==> src/rtl/hgn_pkg.sv <==
// Package for the height grid neighbour query block: types, codes and widths.
// Used by every module of the block but hgn_height_mem; depends on nothing.
package hgn_pkg;

  localparam int unsigned COORD_W    = 6;
  localparam int unsigned DIM_W      = 7;
  localparam int unsigned IN_HEIGHT_W = 16;
  localparam int unsigned THRESH_W   = 16;
  localparam int unsigned MASK_W     = 4;
  localparam int unsigned COUNT_W    = 3;
  localparam int unsigned S_TDATA_W  = 32;
  localparam int unsigned M_TDATA_W  = 8;
  localparam int unsigned CFG_IDX_W  = 2;
  localparam int unsigned CFG_DATA_W = 16;
  localparam int unsigned STEP_W     = 3;

  // Configuration register indexes.
  localparam logic [CFG_IDX_W-1:0] CFG_GRID_WIDTH      = 2'd0;
  localparam logic [CFG_IDX_W-1:0] CFG_GRID_DEPTH      = 2'd1;
  localparam logic [CFG_IDX_W-1:0] CFG_SLOPE_THRESHOLD = 2'd2;

  localparam logic [DIM_W-1:0]    GRID_WIDTH_RESET = 7'd64;
  localparam logic [DIM_W-1:0]    GRID_DEPTH_RESET = 7'd64;
  localparam logic [THRESH_W-1:0] THRESHOLD_RESET  = 16'd0;

  // Item commands, carried on s_tuser.
  localparam logic CMD_WRITE = 1'b0;
  localparam logic CMD_QUERY = 1'b1;

  // Read steps of a query: the centre first, then the neighbours.
  localparam logic [STEP_W-1:0] STEP_CENTRE = 3'd0;
  localparam logic [STEP_W-1:0] STEP_LEFT   = 3'd1;
  localparam logic [STEP_W-1:0] STEP_RIGHT  = 3'd2;
  localparam logic [STEP_W-1:0] STEP_LOWER  = 3'd3;
  localparam logic [STEP_W-1:0] STEP_UPPER  = 3'd4;

  // Neighbour bit positions in the mask.
  localparam int unsigned NB_LEFT  = 0;
  localparam int unsigned NB_RIGHT = 1;
  localparam int unsigned NB_LOWER = 2;
  localparam int unsigned NB_UPPER = 3;

  typedef enum logic [2:0] {
    ST_CLEAR,
    ST_IDLE,
    ST_ADDR,
    ST_WRITE,
    ST_READ,
    ST_LAST,
    ST_DONE
  } state_t;

  typedef struct packed {
    logic       clear;
    logic       load_centre;
    logic       compare;
    logic [1:0] idx;
  } slope_ctrl_t;

endpackage

==> src/rtl/hgn_slope_unit.sv <==
// Shared slope unit: holds the centre height, compares one neighbour per cycle
// and accumulates the neighbour mask and count. Depends on hgn_pkg.
module hgn_slope_unit #(
  parameter int unsigned HEIGHT_BITS = 16
) (
  input  logic                          clk,
  input  hgn_pkg::slope_ctrl_t          ctrl,
  input  logic [hgn_pkg::MASK_W-1:0]    nb_ok,
  input  logic [hgn_pkg::THRESH_W-1:0]  threshold,
  input  logic [HEIGHT_BITS-1:0]        rd_data,
  output logic [hgn_pkg::MASK_W-1:0]    mask,
  output logic [hgn_pkg::COUNT_W-1:0]   count
);

  localparam int unsigned CMP_W = HEIGHT_BITS + hgn_pkg::THRESH_W + 1;

  logic [HEIGHT_BITS-1:0] centre;
  logic signed [HEIGHT_BITS:0] diff;
  logic [HEIGHT_BITS:0] mag;
  logic in_limit;
  logic take;

  // Heights are two's complement; one extra bit keeps the difference exact.
  always_comb begin
    diff = $signed({centre[HEIGHT_BITS-1], centre})
         - $signed({rd_data[HEIGHT_BITS-1], rd_data});
    mag = diff[HEIGHT_BITS] ? (HEIGHT_BITS+1)'(-diff) : (HEIGHT_BITS+1)'(diff);
    in_limit = CMP_W'(mag) <= CMP_W'(threshold);
    take = ctrl.compare && nb_ok[ctrl.idx] && in_limit;
  end

  always_ff @(posedge clk) begin
    if (ctrl.load_centre) begin
      centre <= rd_data;
    end
    if (ctrl.clear) begin
      mask  <= '0;
      count <= '0;
    end else if (take) begin
      mask[ctrl.idx] <= 1'b1;
      count          <= count + hgn_pkg::COUNT_W'(1);
    end
  end

endmodule

==> config.mk <==
export PLATFORM = sky130hd
export DESIGN_NAME = hgn_slope_unit
export DESIGN_NICKNAME = d
export VERILOG_FILES = /design/src/rtl/hgn_pkg.sv /design/src/rtl/hgn_slope_unit.sv
export SDC_FILE = /design/constraint.sdc
export NUM_CORES = 1
export LEC_CHECK = 0
export ABC_AREA = 1
export BUFFER_PORTS_ARGS = -buffer_cell sky130_fd_sc_hd__buf_2
export CORE_ASPECT_RATIO = 1.5
export CORE_UTILIZATION = 40
export CTS_BUF_LIST = sky130_fd_sc_hd__clkbuf_8
export DETAILED_ROUTE_END_ITERATION = 8
export MAX_ROUTING_LAYER = met4
export PLACE_DENSITY = 0.65
export SYNTH_ARGS = -nofsm -noshare
export SYNTH_HDL_FRONTEND = slang
export SYNTH_SLANG_ARGS = --single-unit
==> constraint.sdc <==
create_clock -name clk -period 4.7 [get_ports clk]
set_input_delay 0.47 -clock clk [delete_from_list [all_inputs] [get_ports clk]]
set_output_delay 0.47 -clock clk [all_outputs]
set_load 0.05 [all_outputs]
# ---- Word level (Yosys, flattened, before mapping)
# Index checks and enable logic that the tools add are counted.
dict set report totals {
  out_inout_bits 7
  in_bits 42
  register_bits 23
}
dict set report classes {
  n_reduce_logical 3
  muxes 5
  n_lt_le_gt_ge 3
  n_bitwise 1
  addsub 3
}
# cell n
set ops {}
lappend ops {{$le A17 B16 Y1} 1}
lappend ops {{$mux W17} 1}
lappend ops {{$neg A17 Y17} 1}
lappend ops {{$sub A16 B16 Y17} 1}
lappend ops {{$or A4 B4 Y4} 1}
lappend ops {{$add A3 B1 Y3 const B} 1}
lappend ops {{$logic_and A1 B1 Y1} 3}
lappend ops {{$lt A2 B3 Y1 const B} 1}
lappend ops {{$bmux W1 S2} 1}
lappend ops {{$demux W1 S2} 1}
lappend ops {{$ge A2 B1 Y1 const B} 1}
lappend ops {{$mux W1} 2}

# ---- Longest topological paths before layout
# Gate-level depths: netlist of the first run.
dict set report logic_depth {
  ltp_word 5
  mapped_depth 33
  depth_no_buf 32
}

# ---- Worst setup path before layout of the first run
# No wires, ideal clock.
dict set report synth_timing {
  path_kind {input to register}
  start {input rd_data[0]}
  end {register count[0] (netlist bit)}
  n_path_buf 0
  setup_time_ps 115
  path_slack_ps 1099
  t_required_ps 4585
  cell_stages 27
  t_arrival_ps 3487
  path_cell_list {ha_1 > fa_1 > ha_1 > a21boi_1 > nand3_2 > nor2_4 > nand2_4 > nor2_8 > nor2_1 > xnor2_1 > inv_1 > ha_1 > nand2_1 > nor2_1 > nand2_1 > nor2_1 > o21ai_0 > nand2_1 > nand2_1 > nand2_1 > nand2_1 > nand2_1 > nand2_1 > nand3_2 > inv_1 > nor2_1 > nor2_1}
}
dict set report synth_via {
  elab_chain_len 5
}
# element line_no
set synth_lines {}
lappend synth_lines {{start: declaration} hgn_slope_unit.sv:10} ;# input logic [HEIGHT_BITS-1:0] rd_data,
lappend synth_lines {{$sub A16 B16 Y17 *} hgn_slope_unit.sv:26} ;# - $signed({rd_data[HEIGHT_BITS-1], rd_data});
lappend synth_lines {{$neg A17 Y17} hgn_slope_unit.sv:27} ;# mag = diff[HEIGHT_BITS] ? (HEIGHT_BITS+1)'(-diff) : (HEIGHT_BITS+1)'(diff);
lappend synth_lines {{$mux W17 *} hgn_slope_unit.sv:27}
lappend synth_lines {{$le A17 B16 Y1 *} hgn_slope_unit.sv:28} ;# in_limit = CMP_W'(mag) <= CMP_W'(threshold);
lappend synth_lines {{$logic_and A1 B1 Y1 *} hgn_slope_unit.sv:29} ;# take = ctrl.compare && nb_ok[ctrl.idx] && in_limit;
lappend synth_lines {{end signal: assignment} hgn_slope_unit.sv:41} ;# count <= count + hgn_pkg::COUNT_W'(1);
lappend synth_lines {{end: declaration} hgn_slope_unit.sv:12} ;# output logic [hgn_pkg::COUNT_W-1:0] count
# Every way passes the cells marked *; elsewhere a longest branch is shown, timed or not.
# A chain may end at the register's enable or synchronous reset.

# ---- Worst setup path in the final report of the first run
dict set report layout_timing {
  start {register centre[0]}
  end {register count[1] (netlist bit)}
}
dict set report layout_via {
  elab_chain_len 5
}
# element line_no
set layout_lines {}
lappend layout_lines {{start: declaration} hgn_slope_unit.sv:17} ;# logic [HEIGHT_BITS-1:0] centre;
lappend layout_lines {{start signal: assignment} hgn_slope_unit.sv:34} ;# centre <= rd_data;
lappend layout_lines {{$sub A16 B16 Y17 *} hgn_slope_unit.sv:26}
lappend layout_lines {{$neg A17 Y17} hgn_slope_unit.sv:27}
lappend layout_lines {{$mux W17 *} hgn_slope_unit.sv:27}
lappend layout_lines {{$le A17 B16 Y1 *} hgn_slope_unit.sv:28}
lappend layout_lines {{$logic_and A1 B1 Y1 *} hgn_slope_unit.sv:29}
# Marks and branches as above.

==> results of run 1 <==
worst paths after layout:
kind	start	slack (ns)	to	cells after the start
hold reg to reg	mask[2]	0.45	mask[2]	2
setup / recovery	centre[0]	0.83	count[1]	28
setup reg to reg	centre[0]	0.83	count[1]	28
hold / removal	rd_data[15]	0.39	centre[15]	1
sequential cells by signal, indices dropped and copies added (netlist names):
| signal | cells |
|---|---|
| centre | 16 |
| mask | 4 |
| count | 3 |
kinds of logic after synthesis:
family	Yosys count	share of synthesized area, %
AO/OA/AOI/OAI	28	5.55
flip-flops	23	21.4
buffers and inverters	112	14.7
adder cells (fa/ha/maj)	35	15.3
AND/OR/NAND/NOR	228	38.6
XOR/XNOR	15	4.52
metrics by stage:
step	cells	area [um^2]	utilization [%]	total power, mW
2_1_floorplan	441	2910	-	0.674
3_3_place_gp	566	3240	46.6	0.781
3_5_place_dp	566	3240	46.6	0.791
4_1_cts	570	3280	47.3	0.915
5_1_grt	570	3280	47.3	1.00
6_report	570	3280	47.3	0.899
cells in the mapped netlist, types with 5 or more instances:
cell type  number
nand2_2        14
nand2_1       125
inv_1         108
xor2_1         10
xnor2_1         5
nor2_1         27
ha_1           34
edfxtp_1       16
nand4_1        14
nand3_1        21
nand2_4         8
a21oi_1        17
dfxtp_1         7
cells in the final DEF (no fill, tap or decap), types with 7 or more instances in the layout:
cell type  instances
edfxtp_1          16
a21oi_1           17
dfxtp_1            7
nor2_1            27
inv_1            109
nand2_2           14
ha_1              34
buf_2             48
nand2_1          125
nand3_1           21
xor2_1            10
nand2_4            8
nand4_1           14
power by group through the flow:
| stage | sequential, mW | clock [mW] | combinational, mW |
|---|---|---|---|
| 6_report | 0.240 | 0.119 | 0.540 |
| 5_1_grt | 0.242 | 0.135 | 0.626 |
| 4_1_cts | 0.240 | 0.126 | 0.548 |
| 3_5_place_dp | 0.245 | 0 | 0.547 |
| 3_3_place_gp | 0.244 | 0 | 0.537 |
| 2_1_floorplan | 0.259 | 0 | 0.415 |
per-layer routing:
layer | part of all wire [%] | global-route usage [%] | wire length, um
met5 | 0 | - | 0
met3 | 2.1 | 1.04 | 127
met2 | 52 | 33.2 | 3160
met4 | 1.6 | 6.02 | 95
met1 | 44 | 19.6 | 2680
worst register-to-register path: cells and delay by family (launching register included):
| family | cells | cell delay (ns) |
|---|---|---|
| AOI/OAI and AO/OA | 2 | 0.28 |
| xor gates and xnor gates | 1 | 0.13 |
| adders and majority gates | 4 | 1.20 |
| buffers and inverters | 3 | 0.16 |
| DFF | 1 | 0.33 |
| and+or+nand+nor | 18 | 1.67 |
cell type report:
class | instances | area [um^2]
Clock buffer | 3 | 41.3
Clock inverter | 1 | 3.75
Fill cell | 759 | 3660
Inverter | 111 | 419
Multi-Input combinational cell | 306 | 1860
Sequential cell | 23 | 621
Tap cell | 78 | 97.6
Timing Repair Buffer | 48 | 240
==> impl_metrics.yaml, run 1 <==
worst_setup_path:
  endpoint_kind: "flip-flop"
  cp_max_fo: 8
  crit_required_ns: 4.87
  path_class: "reg -> reg"
  arrival_ns: 4.04
  cp-start-kind: "flip-flop"
  max_stage_delay_ns: 0.53
  crit_top_cell: "nand2_1"
  critPathTopFamily: "simple AND/OR/NAND/NOR gates"
  crit_slowest_cell: "fa_1"
  crit_buf_inv: 3
pwr:
  power_frac_seq_pct: 26.7
  power_density_nw_per_um2: 274
  power.static_leakage_nw: 2.01
  clock_power_share_pct: 13.3
  peakVddDrop_uv: 191
  p_comb_share_pct: 60.0
  internal_power_uw: 491
  p_sw_share_pct: 45.4
  net-switching-power_uw: 408
yosys:
  netlist_instances: 441
  synth.area.top_cells: "edfxtp_1 (17%), nand2_1 (16%), ha_1 (15%)"
  yosysSeqAreaShare_pct: 21.4
  avgSynthCellArea_um2: 6.59
  synth_top_flop_cell: "edfxtp_1"
  synth_edf_count: 16
  synthDistinctLibCells: 32
  synth.largest_area_cell: "edfxtp_1"
  synthArstFlopShare_pct: 0
  synth_top_area_share_pct: 16.5
  ys_warn_count: 0
  synth.ff_latch_count: 23
  netlist_area_um2: 2910
  postSynthNetCount: 518
clocking:
  clk_pin_slew_ns: 0.08
  cts_setup_buffers: 0
  clock_latency_ns: 0.27
  htree_levels: 1
  cts_buffers: 3
  cts_hold_buf: 0
  clock-sinks: 23
  cts_tree: "done"
  cts_max_path_buffers: 2
  postCtsResizedCells: 0
  cts_root_buf: "clkbuf_8"
floorplanning:
  dieArea_um2: 7620
  die_w_um: 71.6
  die_y_um: 106
  start_util_pct: 41.9
  core_um2: 6940
  top_level_ports: 49
  rows: 37
route:
  postRouteAntennaNets: 0
  wl_per_cell_um: 10.6
  first_pass_iters: 4
  drt-initial-drc-count: 46
  drc: 0
  vias: 2716
  avgViaCountPerCell: 4.76
  routed_wl_mm: 6.07
place:
  dp_hpwl_mm: 5.36
  port_buffers: 48
  pre_cts_slack_ns: 0.568
  gp_congestion: 0.873
global_routing:
  antenna_found_initial: 0
  grt_max_degree: 17
  grt_first_pass_wirelength_mm: 10.7
  grt_pass1_vias: 2624
  grt-ovfl-total: 0
  grt.total_usage_pct: 17.8
timing:
  period_minus_slack_ns: 3.87
  hold_viol: 0
  relSlewSlack_pct: 62.0
  slew_viol_final: 0
  fin_ws_ns: 0.831
  setup_viol: 0
  clock_skew_ns: 0.00378
  max_slew.worst_pin.slew_ns: 0.569
  fin_crit_sh_pct: 82.3
  rsz0062_at_grt: "no"
  max_freq_mhz: 258
  tns_ns: 0
  fin_hold_ws_ns: 0.389
layout:
  antenna_cells: 0
  nNetsFinal: 570
  syn_to_final_growth_pct: 12.9
  drive_above_1_share_pct: 18.1
run:
  timing.max_cap.violations: 0
status:
  run_status: "finished clean"
min_path:
  min_path_type: "in -> reg"
(Power assumes the default switching activity.)
==> inputs of run 2 (changes only) <==
ABC_AREA = 0   (was 1)
PLACE_DENSITY = 0.66   (was 0.65)
clock period = 3.9 ns   (was 4.7 ns; I/O delays follow)
==> impl_metrics.yaml, run 2 <==
yosys:
  synth.largest_area_cell: "edfxtp_1"
  synth_top_area_share_pct: 19.7
  synth.area.top_cells: "edfxtp_1 (20%), ha_1 (17%), inv_1 (5.9%)"
  avgSynthCellArea_um2: 8.92
  synth_common_cells: "inv_1 (38), ha_1 (34), a21oi_1 (21)"
  netlist_instances: 273
  synth.ff_latch_count: 23
  synthDistinctLibCells: 59
  synth_edf_count: 16
  synthMostInstantiatedCell: "inv_1"
  synthArstFlopShare_pct: 0
  ys_warn_count: 0
  netlist_area_um2: 2430
  synth_top_flop_cell: "edfxtp_1"
  yosysSeqAreaShare_pct: 25.5
  postSynthNetCount: 350
place:
  port_buffers: 48
  postPlaceCellArea_um2: 3320
  dp_hpwl_mm: 4.55
  pre_cts_slack_ns: -0.558
  dp_cells: 454
  gp_congestion: 0.856
worst_setup_path:
  max_stage_delay_ns: 0.40
  cp-start-kind: "flip-flop"
  crit_required_ns: 4.07
  path_class: "reg -> reg"
  cp_max_fo: 4
  endpoint_kind: "flip-flop"
  critPathTopFamily: "compound AO/OA/AOI/OAI gates"
  crit_chain: "inv_2, ha_4, fa_2, nand2b_4, a21oi_4, o211ai_1, a21oi_2, and2_4, buf_6, o31ai_4, o31ai_2, xnor2_1, ha_1, a21o_1, a21o_1, a21oi_2, nor3_1, o31a_1, o21ai_1, and3_4, o311ai_1, mux2_1"
  crit_slowest_cell: "edfxtp_1"
  crit_buf_inv: 2
  arrival_ns: 4.37
timing:
  setup_viol: 7
  relSlewSlack_pct: 71.0
  max_freq_mhz: 238
  slew_viol_final: 0
  hold_viol: 0
  rsz0062_at_grt: "yes"
  max_slew.worst_pin.slew_ns: 0.432
  fin_ws_ns: -0.301
  period_minus_slack_ns: 4.20
  clock_skew_ns: 0.00221
  fin_crit_sh_pct: 108
clocking:
  cts_max_path_buffers: 2
  cts_root_buf: "clkbuf_8"
  htree_levels: 1
  cts_hold_buf: 0
  clock_latency_ns: 0.27
  cts_tree: "done"
  clk_pin_slew_ns: 0.09
  cts_buffers: 3
  clock-sinks: 23
layout:
  fin_cells: 467
  final_cell_mix: "buf_4 (70), buf_2 (48), inv_1 (37)"
  reg_top3: "centre: 16 flops, mask: 4 flops, count: 3 flops"
  drive_above_1_share_pct: 43.5
  regMostFlops: "centre"
  nFillCells: 526
  register_area_um2: 621
  final_common_cell: "buf_4"
  nNetsFinal: 473
  stdcell_area_um2: 3560
  syn_to_final_growth_pct: 46.2
  antenna_cells: 0
  largest_reg_flops: 16
  multi_input_area_um2: 1860
run:
  timing.max_cap.violations: 0
global_routing:
  grt.total_usage_pct: 18.6
  grt_first_pass_wirelength_mm: 9.27
  grt_pass1_vias: 2291
  grt_max_degree: 17
  antenna_found_initial: 0
  grt-ovfl-total: 0
status:
  run_status: "complete, but fails checks"
  failed_checks: "setup timing"
floorplanning:
  die_w_um: 65.7
  core_um2: 5830
  die_y_um: 97.6
  dieArea_um2: 6410
  start_util_pct: 41.8
  rows: 34
  top_level_ports: 49
pwr:
  power.static_leakage_nw: 1.75
  power_density_nw_per_um2: 342
  peakVddDrop_uv: 188
route:
  postRouteAntennaNets: 0
  vias: 2314
  routed_wl_mm: 5.54
  wl_per_cell_um: 11.9
  drt-initial-drc-count: 28
  first_pass_iters: 4
  avgViaCountPerCell: 4.96
  drc: 0
min_path:
  min_path_type: "in -> reg"
-- run 2: worst reg2reg max path, cell delays in order (launching register included) --
cell and delay [ns]:
edfxtp_1 0.40, inv_2 0.08, ha_4 0.13, fa_2 0.20, nand2b_4 0.14, a21oi_4 0.06, o211ai_1 0.30, a21oi_2 0.11
and2_4 0.15, buf_6 0.11, o31ai_4 0.33, o31ai_2 0.13, xnor2_1 0.20, ha_1 0.27, a21o_1 0.18, a21o_1 0.18
a21oi_2 0.12, nor3_1 0.06, o31a_1 0.24, o21ai_1 0.12, and3_4 0.20, o311ai_1 0.10, mux2_1 0.31
-- run 2: metrics by stage --
stage                     util [%]  hold slack [ns]  total power [mW]  setup TNS, ns
final                         61.1            0.301              1.22          -1.48
after global placement        57.0            0.450             0.982          -3.00
after CTS                     60.0            0.292              1.21          -1.60
after floorplan                  -            0.489             0.751         -0.121
after detailed placement      57.0            0.454             0.999          -3.43
after global routing          61.1            0.291              1.32          -2.89
-- run 2: metal layers --
metal  wire, um  GRT usage [%]  vias to the layer above
li1           -              -                     1225
met1       2290           19.4                     1047
met2       3000           34.8                       34
met3        128           1.76                        8
met4        118           6.52                        0
met5          0              -                        -
-- run 2: logic make-up (layout without fill, tap and decap cells) --
logic type,after synthesis,in the layout,synth area share (%)
muxes,4,4,2.41
and+or+nand+nor,80,80,19.5
xor gates and xnor gates,24,24,9.25
DFF,23,23,25.5
buffers and inverters,41,163,6.63
AOI/OAI and AO/OA,66,66,18.4
adders and majority gates,35,35,18.3
-- run 2: layout make-up --
cell class,count,share of cell area (%)
multi-input combinational,209,52.3
tap,72,2.53
sequential,23,17.4
clock inverter,1,0.141
inverter,38,4.01
clock buffer,3,1.16
timing repair buffer,121,22.5
-- run 2: repair_timing --
action	4_1_cts	5_1_grt
pin swaps	17	10
hold endpoints to repair	0	0
setup endpoints to repair	7	7
setup buffers	8	1
resized for setup	15	11
-- run 2: final timing paths --
path / cells past startpoint / slack, ns / startpoint / end
worst min-delay path: 1 / 0.30 / rd_data[10] / centre[10]
worst max-delay path: 22 / -0.30 / centre[0] / count[2]
worst max register to register: 22 / -0.30 / centre[0] / count[2]
worst min register to register: 2 / 0.47 / mask[2] / mask[2]
-- run 2: power by group --
part	total [mW]	internal (mW)	leakage [nW]	switching [mW]
combinational	0.773	0.407	1.51	0.366
clock	0.156	0.0715	0.0255	0.0842
sequential	0.289	0.281	0.213	0.00812
total	1.22	0.759	1.75	0.458
